===== config.mk =====
export PLATFORM = sky130hd
export DESIGN_NAME = python_string_comment_masker
export DESIGN_NICKNAME = d
export VERILOG_FILES = /design/src/hdl/pscm_pkg.sv /design/src/hdl/pscm_lexer.sv /design/src/hdl/python_string_comment_masker.sv
export SDC_FILE = /design/constraint.sdc
export NUM_CORES = 1
export LEC_CHECK = 0
export BUFFER_PORTS_ARGS = -buffer_cell sky130_fd_sc_hd__clkbuf_2
export CORE_ASPECT_RATIO = 0.75
export CORE_MARGIN = 4
export CORE_UTILIZATION = 35
export DETAILED_ROUTE_END_ITERATION = 16
export SETUP_SLACK_MARGIN = 0.5
export SLEW_MARGIN = 30
export SYNTH_ARGS = -nofsm -noshare
export SYNTH_HDL_FRONTEND = slang
export SYNTH_SLANG_ARGS = --single-unit

===== constraint.sdc =====
create_clock -name clk -period 3.8 [get_ports clk]
set_input_delay 0.76 -clock clk [delete_from_list [all_inputs] [get_ports clk]]
set_output_delay 0.76 -clock clk [all_outputs]
set_load 0.1 [all_outputs]

===== src/hdl/pscm_pkg.sv =====
`timescale 1ns / 1ps
// Shared types and character codes for the Python string and comment masker.
// Depends on nothing; used by pscm_lexer and python_string_comment_masker.
package pscm_pkg;

	localparam logic [7:0] CH_HASH   = 8'h23;
	localparam logic [7:0] CH_NL     = 8'h0A;
	localparam logic [7:0] CH_BSLASH = 8'h5C;
	localparam logic [7:0] CH_SQUOTE = 8'h27;
	localparam logic [7:0] CH_DQUOTE = 8'h22;
	localparam logic [7:0] CH_SPACE  = 8'h20;

	typedef enum logic [2:0] {
		MODE_CODE    = 3'd0,
		MODE_SQ      = 3'd1,
		MODE_DQ      = 3'd2,
		MODE_TSQ     = 3'd3,
		MODE_TDQ     = 3'd4,
		MODE_COMMENT = 3'd5
	} lex_mode_t;

	// Scanner state carried from one byte to the next.
	typedef struct packed {
		lex_mode_t   mode;
		logic        escape_pending;
		logic        string_fresh;
		logic        empty_pair_pending;
		logic        empty_pair_kind;    // 0 single quote, 1 double quote
		logic [1:0]  close_quote_run;
	} lex_state_t;

	localparam lex_state_t LEX_STATE_RESET = '{
		mode:               MODE_CODE,
		escape_pending:     1'b0,
		string_fresh:       1'b0,
		empty_pair_pending: 1'b0,
		empty_pair_kind:    1'b0,
		close_quote_run:    2'd0
	};

endpackage


===== src/hdl/pscm_lexer.sv =====
`timescale 1ns / 1ps
// Combinational next-state and masking logic for one source byte.
// Depends on pscm_pkg for the mode enum, state struct and character codes.
module pscm_lexer (
	input  pscm_pkg::lex_state_t cur,
	input  logic [7:0]           text_byte,
	input  logic                 end_of_text,
	output pscm_pkg::lex_state_t nxt,
	output logic [7:0]           masked_byte
);

	logic [7:0] blank;
	logic [7:0] str_quote;
	logic [7:0] tri_quote;
	logic [7:0] pair_quote;
	pscm_pkg::lex_state_t upd;

	assign blank      = (text_byte == pscm_pkg::CH_NL) ? pscm_pkg::CH_NL : pscm_pkg::CH_SPACE;
	assign str_quote  = (cur.mode == pscm_pkg::MODE_SQ) ? pscm_pkg::CH_SQUOTE
		: pscm_pkg::CH_DQUOTE;
	assign tri_quote  = (cur.mode == pscm_pkg::MODE_TSQ) ? pscm_pkg::CH_SQUOTE
		: pscm_pkg::CH_DQUOTE;
	assign pair_quote = cur.empty_pair_kind ? pscm_pkg::CH_DQUOTE : pscm_pkg::CH_SQUOTE;

	always_comb begin
		upd         = cur;
		masked_byte = text_byte;
		unique case (cur.mode)
			pscm_pkg::MODE_COMMENT: begin
				if (text_byte == pscm_pkg::CH_NL) begin
					upd.mode    = pscm_pkg::MODE_CODE;
					masked_byte = pscm_pkg::CH_NL;
				end else begin
					masked_byte = pscm_pkg::CH_SPACE;
				end
			end
			pscm_pkg::MODE_SQ, pscm_pkg::MODE_DQ: begin
				upd.string_fresh = 1'b0;
				masked_byte      = blank;
				if (cur.escape_pending) begin
					upd.escape_pending = 1'b0;
				end else if (text_byte == pscm_pkg::CH_BSLASH) begin
					upd.escape_pending = 1'b1;
				end else if (text_byte == str_quote) begin
					// closing quote right after the opener: remember the empty pair
					if (cur.string_fresh) begin
						upd.empty_pair_pending = 1'b1;
						upd.empty_pair_kind    = (cur.mode == pscm_pkg::MODE_DQ);
					end
					upd.mode = pscm_pkg::MODE_CODE;
				end
			end
			pscm_pkg::MODE_TSQ, pscm_pkg::MODE_TDQ: begin
				masked_byte = blank;
				if (text_byte == tri_quote) begin
					if (cur.close_quote_run >= 2'd2) begin
						upd.close_quote_run = 2'd0;
						upd.mode            = pscm_pkg::MODE_CODE;
					end else begin
						upd.close_quote_run = cur.close_quote_run + 2'd1;
					end
				end else begin
					upd.close_quote_run = 2'd0;
				end
			end
			default: begin
				// code mode; unused codes behave the same way
				upd.empty_pair_pending = 1'b0;
				priority if (cur.empty_pair_pending && text_byte == pair_quote) begin
					upd.mode            = cur.empty_pair_kind ? pscm_pkg::MODE_TDQ
						: pscm_pkg::MODE_TSQ;
					upd.close_quote_run = 2'd0;
					masked_byte         = pscm_pkg::CH_SPACE;
				end else if (text_byte == pscm_pkg::CH_HASH) begin
					upd.mode    = pscm_pkg::MODE_COMMENT;
					masked_byte = pscm_pkg::CH_SPACE;
				end else if (text_byte == pscm_pkg::CH_SQUOTE
						|| text_byte == pscm_pkg::CH_DQUOTE) begin
					upd.mode           = (text_byte == pscm_pkg::CH_SQUOTE)
						? pscm_pkg::MODE_SQ : pscm_pkg::MODE_DQ;
					upd.string_fresh   = 1'b1;
					upd.escape_pending = 1'b0;
					masked_byte        = pscm_pkg::CH_SPACE;
				end else begin
					masked_byte = text_byte;
				end
			end
		endcase
		nxt = end_of_text ? pscm_pkg::LEX_STATE_RESET : upd;
	end

endmodule


===== src/hdl/python_string_comment_masker.sv =====
`timescale 1ns / 1ps
// Top level of the Python string and comment masker: handshake, state and result register.
// Depends on pscm_pkg and pscm_lexer.
//
//   channel | direction | handshake            | payload
//   --------+-----------+----------------------+------------------------------
//   input   | in        | in_valid / in_ready  | text_byte, end_of_text
//   output  | out       | out_valid / out_ready| masked_byte, end_of_text_out
//
// One request per cycle while results are taken: each accepted byte is masked
// in the same cycle and its result lands in the output register on that edge;
// throughput is one byte per clock. The scanner state register
// advances on every accepted request. in_ready is high while the output
// register is empty or being drained, so a stall downstream holds input only
// when a result is waiting and not taken. Reset (arst_n low) empties the
// output register and returns the scanner to code mode.
module python_string_comment_masker (
	input  logic       clk,
	input  logic       arst_n,
	input  logic       in_valid,
	output logic       in_ready,
	input  logic [7:0] text_byte,
	input  logic       end_of_text,
	output logic       out_valid,
	input  logic       out_ready,
	output logic [7:0] masked_byte,
	output logic       end_of_text_out
);

	pscm_pkg::lex_state_t state_q;
	pscm_pkg::lex_state_t state_nxt;
	logic [7:0]           mask_nxt;
	logic                 out_valid_q;
	logic [7:0]           masked_q;
	logic                 eot_q;
	logic                 in_fire;

	// Accept while the result slot is free or its request leaves this cycle.
	assign in_ready = !out_valid_q || out_ready;
	assign in_fire  = in_valid && in_ready;

	pscm_lexer u_lexer (
		.cur         (state_q),
		.text_byte   (text_byte),
		.end_of_text (end_of_text),
		.nxt         (state_nxt),
		.masked_byte (mask_nxt)
	);

	// Scanner state: advance only on an accepted request.
	always_ff @(posedge clk or negedge arst_n) begin
		if (!arst_n) begin
			state_q <= pscm_pkg::LEX_STATE_RESET;
		end else if (in_fire) begin
			state_q <= state_nxt;
		end
	end

	// Result valid flag: set on accept, drop when taken with nothing new.
	always_ff @(posedge clk or negedge arst_n) begin
		if (!arst_n) begin
			out_valid_q <= 1'b0;
		end else if (in_fire) begin
			out_valid_q <= 1'b1;
		end else if (out_ready) begin
			out_valid_q <= 1'b0;
		end
	end

	// Result payload: no reset needed.
	always_ff @(posedge clk) begin
		if (in_fire) begin
			masked_q <= mask_nxt;
			eot_q    <= end_of_text;
		end
	end

	assign out_valid       = out_valid_q;
	assign masked_byte     = masked_q;
	assign end_of_text_out = eot_q;

	// End of text leaves the scanner in plain code mode.
	a_eot_clears: assert property (@(posedge clk) disable iff (!arst_n)
		in_fire && end_of_text |=> state_q == pscm_pkg::LEX_STATE_RESET)
		else $error("scanner state not cleared after end of text");

	// A newline byte always comes out as a newline.
	a_newline_kept: assert property (@(posedge clk) disable iff (!arst_n)
		in_fire && text_byte == pscm_pkg::CH_NL |=> masked_byte == pscm_pkg::CH_NL)
		else $error("newline was masked");

	// A pending escape only exists inside a single-line quoted string.
	a_escape_mode: assert property (@(posedge clk) disable iff (!arst_n)
		state_q.escape_pending |->
			(state_q.mode == pscm_pkg::MODE_SQ || state_q.mode == pscm_pkg::MODE_DQ))
		else $error("escape pending outside quoted string");

	// Closing-quote counting only happens inside a triple-quoted string.
	a_run_mode: assert property (@(posedge clk) disable iff (!arst_n)
		state_q.close_quote_run != 2'd0 |->
			(state_q.mode == pscm_pkg::MODE_TSQ || state_q.mode == pscm_pkg::MODE_TDQ))
		else $error("close quote run outside triple string");

endmodule

==> summary.md, run 1 <==
| Metric | Value |
|---|---|
| Status | `finished, final reports clean` |
| Slew headroom | `63.8%` |
| Cell area after layout | `1410 um2` |
| Rows | `18` |
| Core Box Area | `3330 um2` |
| Max cap viols | `0` |
| Crit-path max FO | `4` |
| Worst endpoint required time | `3.04 ns` |
| Pin count of the biggest net entering global routing | `14` |
| Register share of total power | `40.0%` |
| Worst-Skew Late Latency | `0.26 ns` |
| Post-Syn Area per Cell | `10.0 um2` |
| PortBufs | `23` |
| Share of cells above drive strength 1 | `28.8%` |
| Initial antenna violation count | `0` |
| Synth Flop Type | `dfrtp_1` |
| CTS root buf | `clkbuf_8` |
| Crit path kind | `input port to primary output` |
| Hold_buf cts | `0` |
| Internal | `0.000387 W` |
| Clock slew seen by the registers of the worst setup and hold paths | `0.07 ns` |
| Slew Viols, Final | `0` |
| Leak | `0.596 nW` |
| Vias in the first global route | `914` |
| # resized after CTS | `0` |
| Startpoint Class | `input port` |
| Drc violations | `0` |
| Mapped Area | `1220 um2` |
| Combinational Power Share | `38.4%` |
| Grt total ovfl | `0` |
| Clk sink count | `19` |
| Tot Pwr | `0.000670 W` |
| Least-Margin Pin Slew | `0.546 ns` |
| # H-tree levels | `1` |
| Fmax achieved | `0.459 GHz` |
| Top cells by count, synth | `10 x dfrtp_1, 10 x nor2_1, 9 x a21oi_1, 9 x edfxtp_1, 9 x inv_1` |
| Synth async-reset ratio | `52.6%` |
| Post-CTS Setup Bufs | `0` |
| Hold WC Path Type | `input port to asynchronous set/reset pin` |
| Peak VDD IR | `0.000213 V` |
| Total routed wirelength | `2.70 mm` |
| Starting density of the core | `36.7%` |
| Die Y | `59.2 um` |
| Synth warn | `0` |
| GPL Wtd Cong | `0.839` |
| Cts bufs inserted | `3` |
| Seq cells post-synth | `19` |
| Layout area overhead | `15.3%` |
| Final Hold Viols | `0` |
| Ant diodes | `0` |
| R2R cell count | `4` |
| Final setup vio count | `0` |
| Ports | `24` |
| CTS tree | `done` |
| First-pass GRT wire length | `4.49 mm` |
| Clk network pwr share | `21.6%` |
| Synth cell types | `44` |
| Synthesized Nets | `136` |
| Setup_tns | `0 ns` |
| Final #Nets | `161` |
| Chip width | `76.3 um` |
| Clk_skew | `0.00246 ns` |
| Detailed-route wire length per cell | `14.5 um` |
| Net Sw Frac | `42.3%` |
| Vias | `961` |
| Die Area | `4520 um2` |
| Post-route ant nets | `0` |
| Switching Power | `0.000283 W` |
| Worst EP arrival | `1.42 ns` |
| Power Density | `475 nW/um2` |
| DP Area | `1370 um2` |
| Tcrit/Tclk final | `57.3%` |
| Dpl hpwl | `2.10 mm` |
| Min cycle time layout | `2.18 ns` |
| Area leader, netlist | `edfxtp_1` |
| DR vias/cell | `5.17` |
| GRT Total Usage | `12.6%` |
| Top-area cell type share of the netlist area | `22.1%` |
| Area contributors post-synth | `edfxtp_1 22%, dfrtp_1 20%, mux2i_1 4.1%` |
| Initial DRC count | `44` |
| Max clock buf depth | `2` |
| EDFF count, synth | `9` |
| RSZ-0062 raised after global routing | `no` |
| Register area share after synthesis | `42.5%` |
| Critical Path End Type | `primary output` |
| Synth Instances | `122` |
| Pre-Repair DR Iteration Count | `4` |
==> through the flow <==
stage	std cells	utilization (%)	hold slack (ns)	setup slack, ns
2_1_floorplan	122	-	0.464	1.09
3_3_place_gp	182	41.0	0.498	1.48
3_5_place_dp	182	41.0	0.512	1.44
4_1_cts	186	42.3	0.360	1.62
5_1_grt	186	42.3	0.371	1.58
6_report	186	42.3	0.355	1.62
==> final cells by class <==
class	instances	area [um2]
Multi-Input combinational cell	90	642
Fill cell	334	1920
Clock inverter	1	5.00
Clock buffer	3	41.3
Tap cell	40	50.0
Inverter	10	37.5
Timing Repair Buffer	23	115
Sequential cell	19	520
==> critical path, stage by stage <==
cell and delay, ns:
clkbuf_2 0.07, nand2b_2 0.12, clkbuf_2 0.46
==> flip-flops by register name (all words and copies together), names as in the netlist <==
name / cells
end_of_text_out: 1
masked_byte: 8
out_valid: 1
state_q: 9
==> logic make-up after synthesis <==
group / Yosys count / synth area share, %
flops: 19 / 42.5
xor+xnor: 1 / 0.716
simple gates: 53 / 28.0
mux: 10 / 9.00
buf+inv: 13 / 5.01
compound gates: 25 / 13.7
fa+ha+maj: 1 / 1.02
==> path summary, 6_finish.rpt <==
path                                          endpoint  slack [ns]              startpoint
worst max register to register  state_q[1]$_DFFE_PN0P_        1.96  state_q[7]$_DFFE_PN0P_
worst max-delay path                          in_ready        1.62               out_ready
worst min register to register  state_q[1]$_DFFE_PN0P_        0.52  state_q[1]$_DFFE_PN0P_
max in group asynchronous       state_q[0]$_DFFE_PN0P_        3.23                  arst_n
min in group clk                state_q[1]$_DFFE_PN0P_        0.52  state_q[1]$_DFFE_PN0P_
worst min-delay path            state_q[7]$_DFFE_PN0P_        0.35                  arst_n
==> power by group through the flow <==
stage	Sequential (W)	Combinational (W)	Clock, W
6_report	0.000268	0.000257	0.000145
5_1_grt	0.000271	0.000276	0.000155
4_1_cts	0.000268	0.000257	0.000150
3_5_place_dp	0.000271	0.000257	0
3_3_place_gp	0.000271	0.000257	0
2_1_floorplan	0.000354	0.000132	0
==> metal layers <==
layer / share of wire, % / vias to the layer above / global-route usage, %
met5: 0 / - / 0
met3: 5.1 / 4 / 3.80
li1: - / 488 / -
met4: 1.1 / 0 / 3.88
met1: 52 / 441 / 16.9
met2: 42 / 28 / 19.6
==> layout by cell type (no fill, tap or decap), types with 2 or more instances in the layout <==
master,n
a21oi_1,9
and2_1,5
and3_1,2
clkbuf_2,23
clkbuf_8,3
dfrtp_1,10
edfxtp_1,9
inv_1,9
mux2_1,4
mux2i_1,5
nand2_1,5
nand2b_1,3
nand3_1,4
nor2_1,10
nor2_2,2
nor3_1,4
nor3b_1,3
nor3b_2,2
o21a_1,2
o21ai_0,3
o21ai_1,3
o21bai_1,2
o31ai_1,2
or3_1,2
No activity file was read; power rests on OpenSTA's default activity.
==> inputs of run 2 (changes only) <==
==> constraint.sdc (replaced) <==
create_clock -name clk -period 1.9 [get_ports clk]
set_input_delay 0.38 -clock clk [delete_from_list [all_inputs] [get_ports clk]]
set_output_delay 0.38 -clock clk [all_outputs]
set_load 0.1 [all_outputs]
==> summary.md, run 2 (synthesis results as in run 1) <==
| Metric | Value |
|---|---|
| Status | `finished, final reports clean` |
| Power Density | `849 nW/um2 (+79%)` |
| Most common cell after layout, fill and taps aside | `buf_4` |
| Cts bufs inserted | `3 (unchanged)` |
| GPL Wtd Cong | `0.876 (+4.3%)` |
| Slew headroom | `79.7% (+16 points)` |
| Hold WC Path Type | `input port to register` |
| Hold EP | `out_valid$_DFFE_PN0P_` |
| Final #Nets | `182 (+13%)` |
| Met3 Use GR | `4.26% (+0.46 points)` |
| Clock slew seen by the registers of the worst setup and hold paths | `0.07 ns (about the same)` |
| Leak | `0.761 nW (+28%)` |
| Clk sink count | `19 (unchanged)` |
| Rows | `18 (unchanged)` |
| Layout area overhead | `49.3%` |
| Worst endpoint required time | `2.04 ns (-1.00 ns)` |
| Drc violations | `0 (unchanged)` |
| Pin count of the biggest net entering global routing | `12 (-2)` |
| Starting density of the core | `36.7% (unchanged)` |
| CP delay by family, top | `multiplexers` |
| Tcrit/Tclk final | `91.5%` |
| Fmax achieved | `0.575 GHz` |
| Share of cells above drive strength 1 | `56.3% (+28 points)` |
| Largest Register | `state_q` |
| Hold_sp | `in_valid` |
| Final Hold Viols | `0 (unchanged)` |
| Detailed-route wire length per cell | `16.6 um (+15%)` |
| Min cycle time layout | `1.74 ns` |
| Reg area | `529 um2 (+1.7%)` |
| Tot Pwr | `0.00155 W (+130%)` |
| Reg2reg end | `state_q[8]$_DFFE_PN0P_` |
| Peak VDD IR | `0.000408 V (+92%)` |
| Reg2reg setup slack | `0.16 ns (-1.80 ns)` |
| DR vias/cell | `5.29 (+2.5%)` |
| Grt peak-use layer | `met2` |
| Chip width | `76.3 um (unchanged)` |
| Ports | `24 (unchanged)` |
| Vias in the first global route | `1070 (+17%)` |
| GRT Total Usage | `15.1% (+2.5 points)` |
| Total routed wirelength | `3.45 mm (+27%)` |
| Max cap viols | `0 (unchanged)` |
| Number of flip-flops in the largest register | `9 (unchanged)` |
| Crit-path max FO | `6 (+2)` |
| GR Util met1 | `22.0% (+5.1 points)` |
| Final setup vio count | `0 (unchanged)` |
| Multi-input gate area | `822 um2 (+28%)` |
| First-pass GRT wire length | `5.36 mm (+19%)` |
| Worst-Skew Late Latency | `0.25 ns (about the same)` |
| Most frequent cells in the layout | `17 x buf_4, 12 x clkbuf_2, 9 x edfxtp_1, 9 x clkbuf_4` |
| Die Y | `59.2 um (unchanged)` |
| Setup_tns | `0 ns (unchanged)` |
| Grt total ovfl | `0 (unchanged)` |
| Fillers | `294 (-12%)` |
| Least-Margin Pin Slew | `0.307 ns (-0.239 ns)` |
| R2R cell count | `5 (+1)` |
| CTS root buf | `clkbuf_8` |
| Dpl hpwl | `2.22 mm (+5.7%)` |
| CTS tree | `done` |
| PortBufs | `23 (unchanged)` |
| CP Cell Sequence | `and3b_2 -> mux2i_1 -> o21bai_2 -> nand3_1 -> mux2_4` |
| Hold Path Stages | `2` |
| # H-tree levels | `1 (unchanged)` |
| Critical Path End Type | `register` |
| Startpoint Class | `register` |
| Die Area | `4520 um2 (unchanged)` |
| Initial antenna violation count | `0 (unchanged)` |
| Worst EP arrival | `1.88 ns (+0.46 ns)` |
| DP Area | `1450 um2 (+6.2%)` |
| Post-route ant nets | `0 (unchanged)` |
| GRT met2 Usage | `23.0% (+3.4 points)` |
| Pre-Repair DR Iteration Count | `4 (unchanged)` |
| Crit path kind | `register to register` |
| Clk_skew | `0.00110 ns (-0.00136 ns)` |
| Initial DRC count | `97 (+120%)` |
| Slowest CP cell | `dfrtp_2` |
| Max clock buf depth | `2 (unchanged)` |
| Ant diodes | `0 (unchanged)` |
| RSZ-0062 raised after global routing | `yes` |
| Cell area after layout | `1830 um2 (+29%)` |
| Core Box Area | `3330 um2 (unchanged)` |
| Fin Hold WS | `0.387 ns (+0.0320 ns)` |
| Origin of the critical flop-to-flop path | `state_q[8]$_DFFE_PN0P_` |
| Slowest stage delay, CP | `0.46 ns (about the same)` |
| WP buf/inv | `0 (-2)` |
| Start point of the critical path | `state_q[8]$_DFFE_PN0P_` |
| Slew Viols, Final | `0 (unchanged)` |
| Vias | `1096 (+14%)` |
[run 2: changes by cell type in the layout (fill, tap and decap cells not counted), moves of 3 or more]
cell and change:
buf_6 +3, dfrtp_1 -5, a21oi_1 -4, a21oi_2 +4
clkbuf_2 -11, dfrtp_2 +4, buf_4 +17, clkbuf_4 +9
[run 2: power by group]
part	internal, W	switching [W]	total [W]
clock	0.000149	0.000133	0.000282
combinational	0.000264	0.000468	0.000732
sequential	0.000494	0.0000428	0.000537
total	0.000907	0.000643	0.00155
[run 2: how the worst max path moves through the flow]
| stage | endpoint | depth (start not counted) |
|---|---|---|
| after CTS | state_q[7]$_DFFE_PN0P_ | 7 |
| after global placement | state_q[0]$_DFFE_PN0P_ | 6 |
| after global routing | state_q[8]$_DFFE_PN0P_ | 5 |
| after detailed placement | state_q[1]$_DFFE_PN0P_ | 6 |
| after floorplan | state_q[7]$_DFFE_PN0P_ | 5 |
| final | state_q[8]$_DFFE_PN0P_ | 5 |
[run 2: final cells by class]
cell class,count,area share [%]
Sequential cell,19,29.0
Inverter,10,2.33
Tap cell,40,2.74
Timing Repair Buffer,44,18.5
Multi-Input combinational cell,90,45.0
Clock buffer,4,2.47
[run 2: worst reg2reg max path: stages (launching register included)]
cell and delay (ns):
dfrtp_2 0.46, and3b_2 0.32, mux2i_1 0.30, o21bai_2 0.11, nand3_1 0.12, mux2_4 0.31
[run 2: through the flow]
step	setup WS, ns	util (%)	instances
5_1_grt	0.0941	54.8	207
3_3_place_gp	0.00934	43.5	187
3_5_place_dp	-0.0102	43.5	187
6_report	0.162	54.8	207
4_1_cts	0.204	51.5	201
2_1_floorplan	0.0365	-	122
[run 2: timing repair]
action,4_1_cts,5_1_grt
endpoints found under the hold margin,10,0
pin swaps,7,2
hold buffers,1,0
buffers inserted,9,6
gates resized for setup,39,14
gates cloned,0,0
setup endpoints to repair,27,17
[run 2: per-layer routing]
metal  part of all wire (%)  up-vias
met5                      0        -
met4                   0.49        0
li1                       -      532
met3                    5.1        4
met2                     47       30
met1                     47      530
==> inputs of run 3 (changes only) <==
--- a/config.mk
+++ b/config.mk
@@ -6,10 +6,13 @@
 export NUM_CORES = 1
 export LEC_CHECK = 0
 export BUFFER_PORTS_ARGS = -buffer_cell sky130_fd_sc_hd__clkbuf_2
+export CAP_MARGIN = 20
 export CORE_ASPECT_RATIO = 0.75
 export CORE_MARGIN = 4
 export CORE_UTILIZATION = 35
+export CTS_BUF_LIST = sky130_fd_sc_hd__clkbuf_8
 export DETAILED_ROUTE_END_ITERATION = 16
+export HOLD_SLACK_MARGIN = 0.05
 export SETUP_SLACK_MARGIN = 0.5
 export SLEW_MARGIN = 30
 export SYNTH_ARGS = -nofsm -noshare
==> summary.md, run 3 (synthesis results as in run 1) <==
| Metric | Value |
|---|---|
| Status | `finished, final reports clean` |
| Cell area after layout | `1790 um2 (-2.0%)` |
| Clk_skew | `0.00185 ns (+0.000747 ns)` |
| Total routed wirelength | `3.39 mm (-1.6%)` |
| Origin of the critical flop-to-flop path | `state_q[6]$_DFFE_PN0P_` |
| Clk sink count | `19 (unchanged)` |
| Initial DRC count | `137 (+41%)` |
| Vias in the first global route | `1073 (+0.28%)` |
| Layout area overhead | `46.3%` |
| Starting density of the core | `36.7% (unchanged)` |
| CTS root buf | `clkbuf_8` |
| Least-Margin Pin Slew | `0.294 ns (-0.0125 ns)` |
| Vias | `1092 (-0.36%)` |
| Reg2reg setup slack | `0.16 ns (about the same)` |
| CP delay by family, top | `flip-flops` |
| Detailed-route wire length per cell | `16.5 um (-0.61%)` |
| Multi-input gate area | `812 um2 (-1.2%)` |
| Power Density | `856 nW/um2 (+0.80%)` |
| Worst EP arrival | `1.89 ns (about the same)` |
| Cts bufs inserted | `3 (unchanged)` |
| Max clock buf depth | `2 (unchanged)` |
| Critical Path End Type | `register` |
| Reg2reg end | `state_q[8]$_DFFE_PN0P_` |
| Fmax achieved | `0.573 GHz (-0.37%)` |
| Tot Pwr | `0.00153 W (-1.2%)` |
| Slowest CP cell | `dfrtp_2` |
| Initial antenna violation count | `0 (unchanged)` |
| Setup_tns | `0 ns (unchanged)` |
| Startpoint Class | `register` |
| Slew Viols, Final | `0 (unchanged)` |
| Slew headroom | `80.2% (+0.55 points)` |
| RSZ-0062 raised after global routing | `yes` |
| Peak VDD IR | `0.000403 V (-1.2%)` |
| Slowest stage delay, CP | `0.45 ns (about the same)` |
| Post-route ant nets | `0 (unchanged)` |
| First-pass GRT wire length | `5.35 mm (-0.13%)` |
| WP buf/inv | `1 (+1)` |
| Crit-path max FO | `5 (-1)` |
| Hold WC Path Type | `input port to register` |
| Share of cells above drive strength 1 | `54.5% (-1.7 points)` |
| CTS tree | `done` |
| Fillers | `304 (+3.4%)` |
| GRT Total Usage | `15.0% (-0.033 points)` |
| Final setup vio count | `0 (unchanged)` |
| Worst endpoint required time | `2.04 ns (about the same)` |
| Min cycle time layout | `1.74 ns (+0.00653 ns)` |
| CP Cell Sequence | `buf_4 -> or3_1 -> a21oi_2 -> o21ai_2 -> nand3_1 -> mux2_4` |
| DR vias/cell | `5.33 (+0.61%)` |
| Core Box Area | `3330 um2 (unchanged)` |
| Reg area | `529 um2 (unchanged)` |
| Ant diodes | `0 (unchanged)` |
| Final #Nets | `180 (-1.1%)` |
| Pin count of the biggest net entering global routing | `12 (unchanged)` |
| WP depth | `6 (+1)` |
| Dpl hpwl | `2.22 mm (unchanged)` |
| Most common cell after layout, fill and taps aside | `buf_4` |
| Largest Register | `state_q` |
| GPL Wtd Cong | `0.876 (unchanged)` |
| Drc violations | `0 (unchanged)` |
| DP Area | `1450 um2 (unchanged)` |
| Tcrit/Tclk final | `91.8% (+0.34 points)` |
| Most frequent cells in the layout | `18 x buf_4, 12 x clkbuf_2, 9 x inv_1, 9 x edfxtp_1, 9 x clkbuf_4` |
| Grt total ovfl | `0 (unchanged)` |
| Start point of the critical path | `state_q[6]$_DFFE_PN0P_` |
| Worst-Skew Late Latency | `0.25 ns (about the same)` |
| Max cap viols | `0 (unchanged)` |
| Ports | `24 (unchanged)` |
| # H-tree levels | `1 (unchanged)` |
| Number of flip-flops in the largest register | `9 (unchanged)` |
| Crit path kind | `register to register` |
| Leak | `0.748 nW (-1.7%)` |
| Rows | `18 (unchanged)` |
| Final Hold Viols | `0 (unchanged)` |
| R2R cell count | `6 (+1)` |
| Setup crit end | `state_q[8]$_DFFE_PN0P_` |
| Clock slew seen by the registers of the worst setup and hold paths | `0.07 ns (about the same)` |
| Die Y | `59.2 um (unchanged)` |
| Chip width | `76.3 um (unchanged)` |
| Die Area | `4520 um2 (unchanged)` |
| Pre-Repair DR Iteration Count | `4 (unchanged)` |
| PortBufs | `23 (unchanged)` |
## run 3: changes by cell type in the layout (fill, tap and decap cells not counted)
| cell | before | now |
|---|---|---|
| nor3_2 | 1 | 0 |
| inv_1 | 8 | 9 |
| o31ai_2 | 3 | 2 |
| buf_4 | 17 | 18 |
| buf_6 | 3 | 0 |
| clkbuf_1 | 1 | 0 |
| o31ai_1 | 0 | 1 |
| nor3_1 | 2 | 3 |
## run 3: repair_timing
item                                    in CTS  in global routing
hold buffers                                 1                  0
endpoints found under the setup margin      27                 17
buffers inserted                             9                  4
gates resized for setup                     39                  9
pin swaps                                    4                  6
endpoints found under the hold margin       10                  0
## run 3: report_power, final
group	leakage, nW	total [W]	internal, W	switching (W)
Sequential	0.215	0.000537	0.000494	0.0000428
Combinational	0.507	0.000716	0.000253	0.000462
Clock	0.0269	0.000279	0.000144	0.000135
Total	0.748	0.00153	0.000891	0.000641
## run 3: layer usage
metal	global-route usage, %	up-vias	routed length, um
li1	-	527	-
met1	22.0	539	1640
met2	22.9	24	1570
met3	4.26	2	165
met4	1.55	0	13
met5	0	-	0
## run 3: cell type report
cell class	count	area share, %
clock inverter	1	0.210
sequential	19	29.6
multi-input combinational	90	45.4
timing repair buffer	42	17.4
inverter	10	2.38
clock buffer	3	2.31
tap	40	2.80
## run 3: worst reg2reg max path, cell delays in order, from the launching register on
cell	delay [ns]
dfrtp_2	0.45
buf_4	0.16
or3_1	0.32
a21oi_2	0.17
o21ai_2	0.09
nand3_1	0.13
mux2_4	0.31
## run 3: worst min path at each step
stage | startpoint | endpoint | slack [ns] | cells after the start
after floorplan | arst_n | state_q[0]$_DFFE_PN0P_ | 0.08 | 0
after global placement | arst_n | state_q[8]$_DFFE_PN0P_ | 0.27 | 1
after detailed placement | arst_n | state_q[8]$_DFFE_PN0P_ | 0.27 | 1
after CTS | in_valid | out_valid$_DFFE_PN0P_ | 0.38 | 2
after global routing | in_valid | out_valid$_DFFE_PN0P_ | 0.39 | 2
final | in_valid | out_valid$_DFFE_PN0P_ | 0.39 | 2
## run 3: through the flow
| stage | util (%) | setup slack, ns | hold slack (ns) | instances |
|---|---|---|---|---|
| finish | 53.7 | 0.155 | 0.385 | 205 |
| global route | 53.7 | 0.0900 | 0.389 | 205 |
| CTS | 51.4 | 0.200 | 0.376 | 201 |
| detailed placement | 43.5 | -0.0102 | 0.269 | 187 |
| global placement | 43.5 | 0.00934 | 0.267 | 187 |
| floorplan | - | 0.0365 | 0.0844 | 122 |
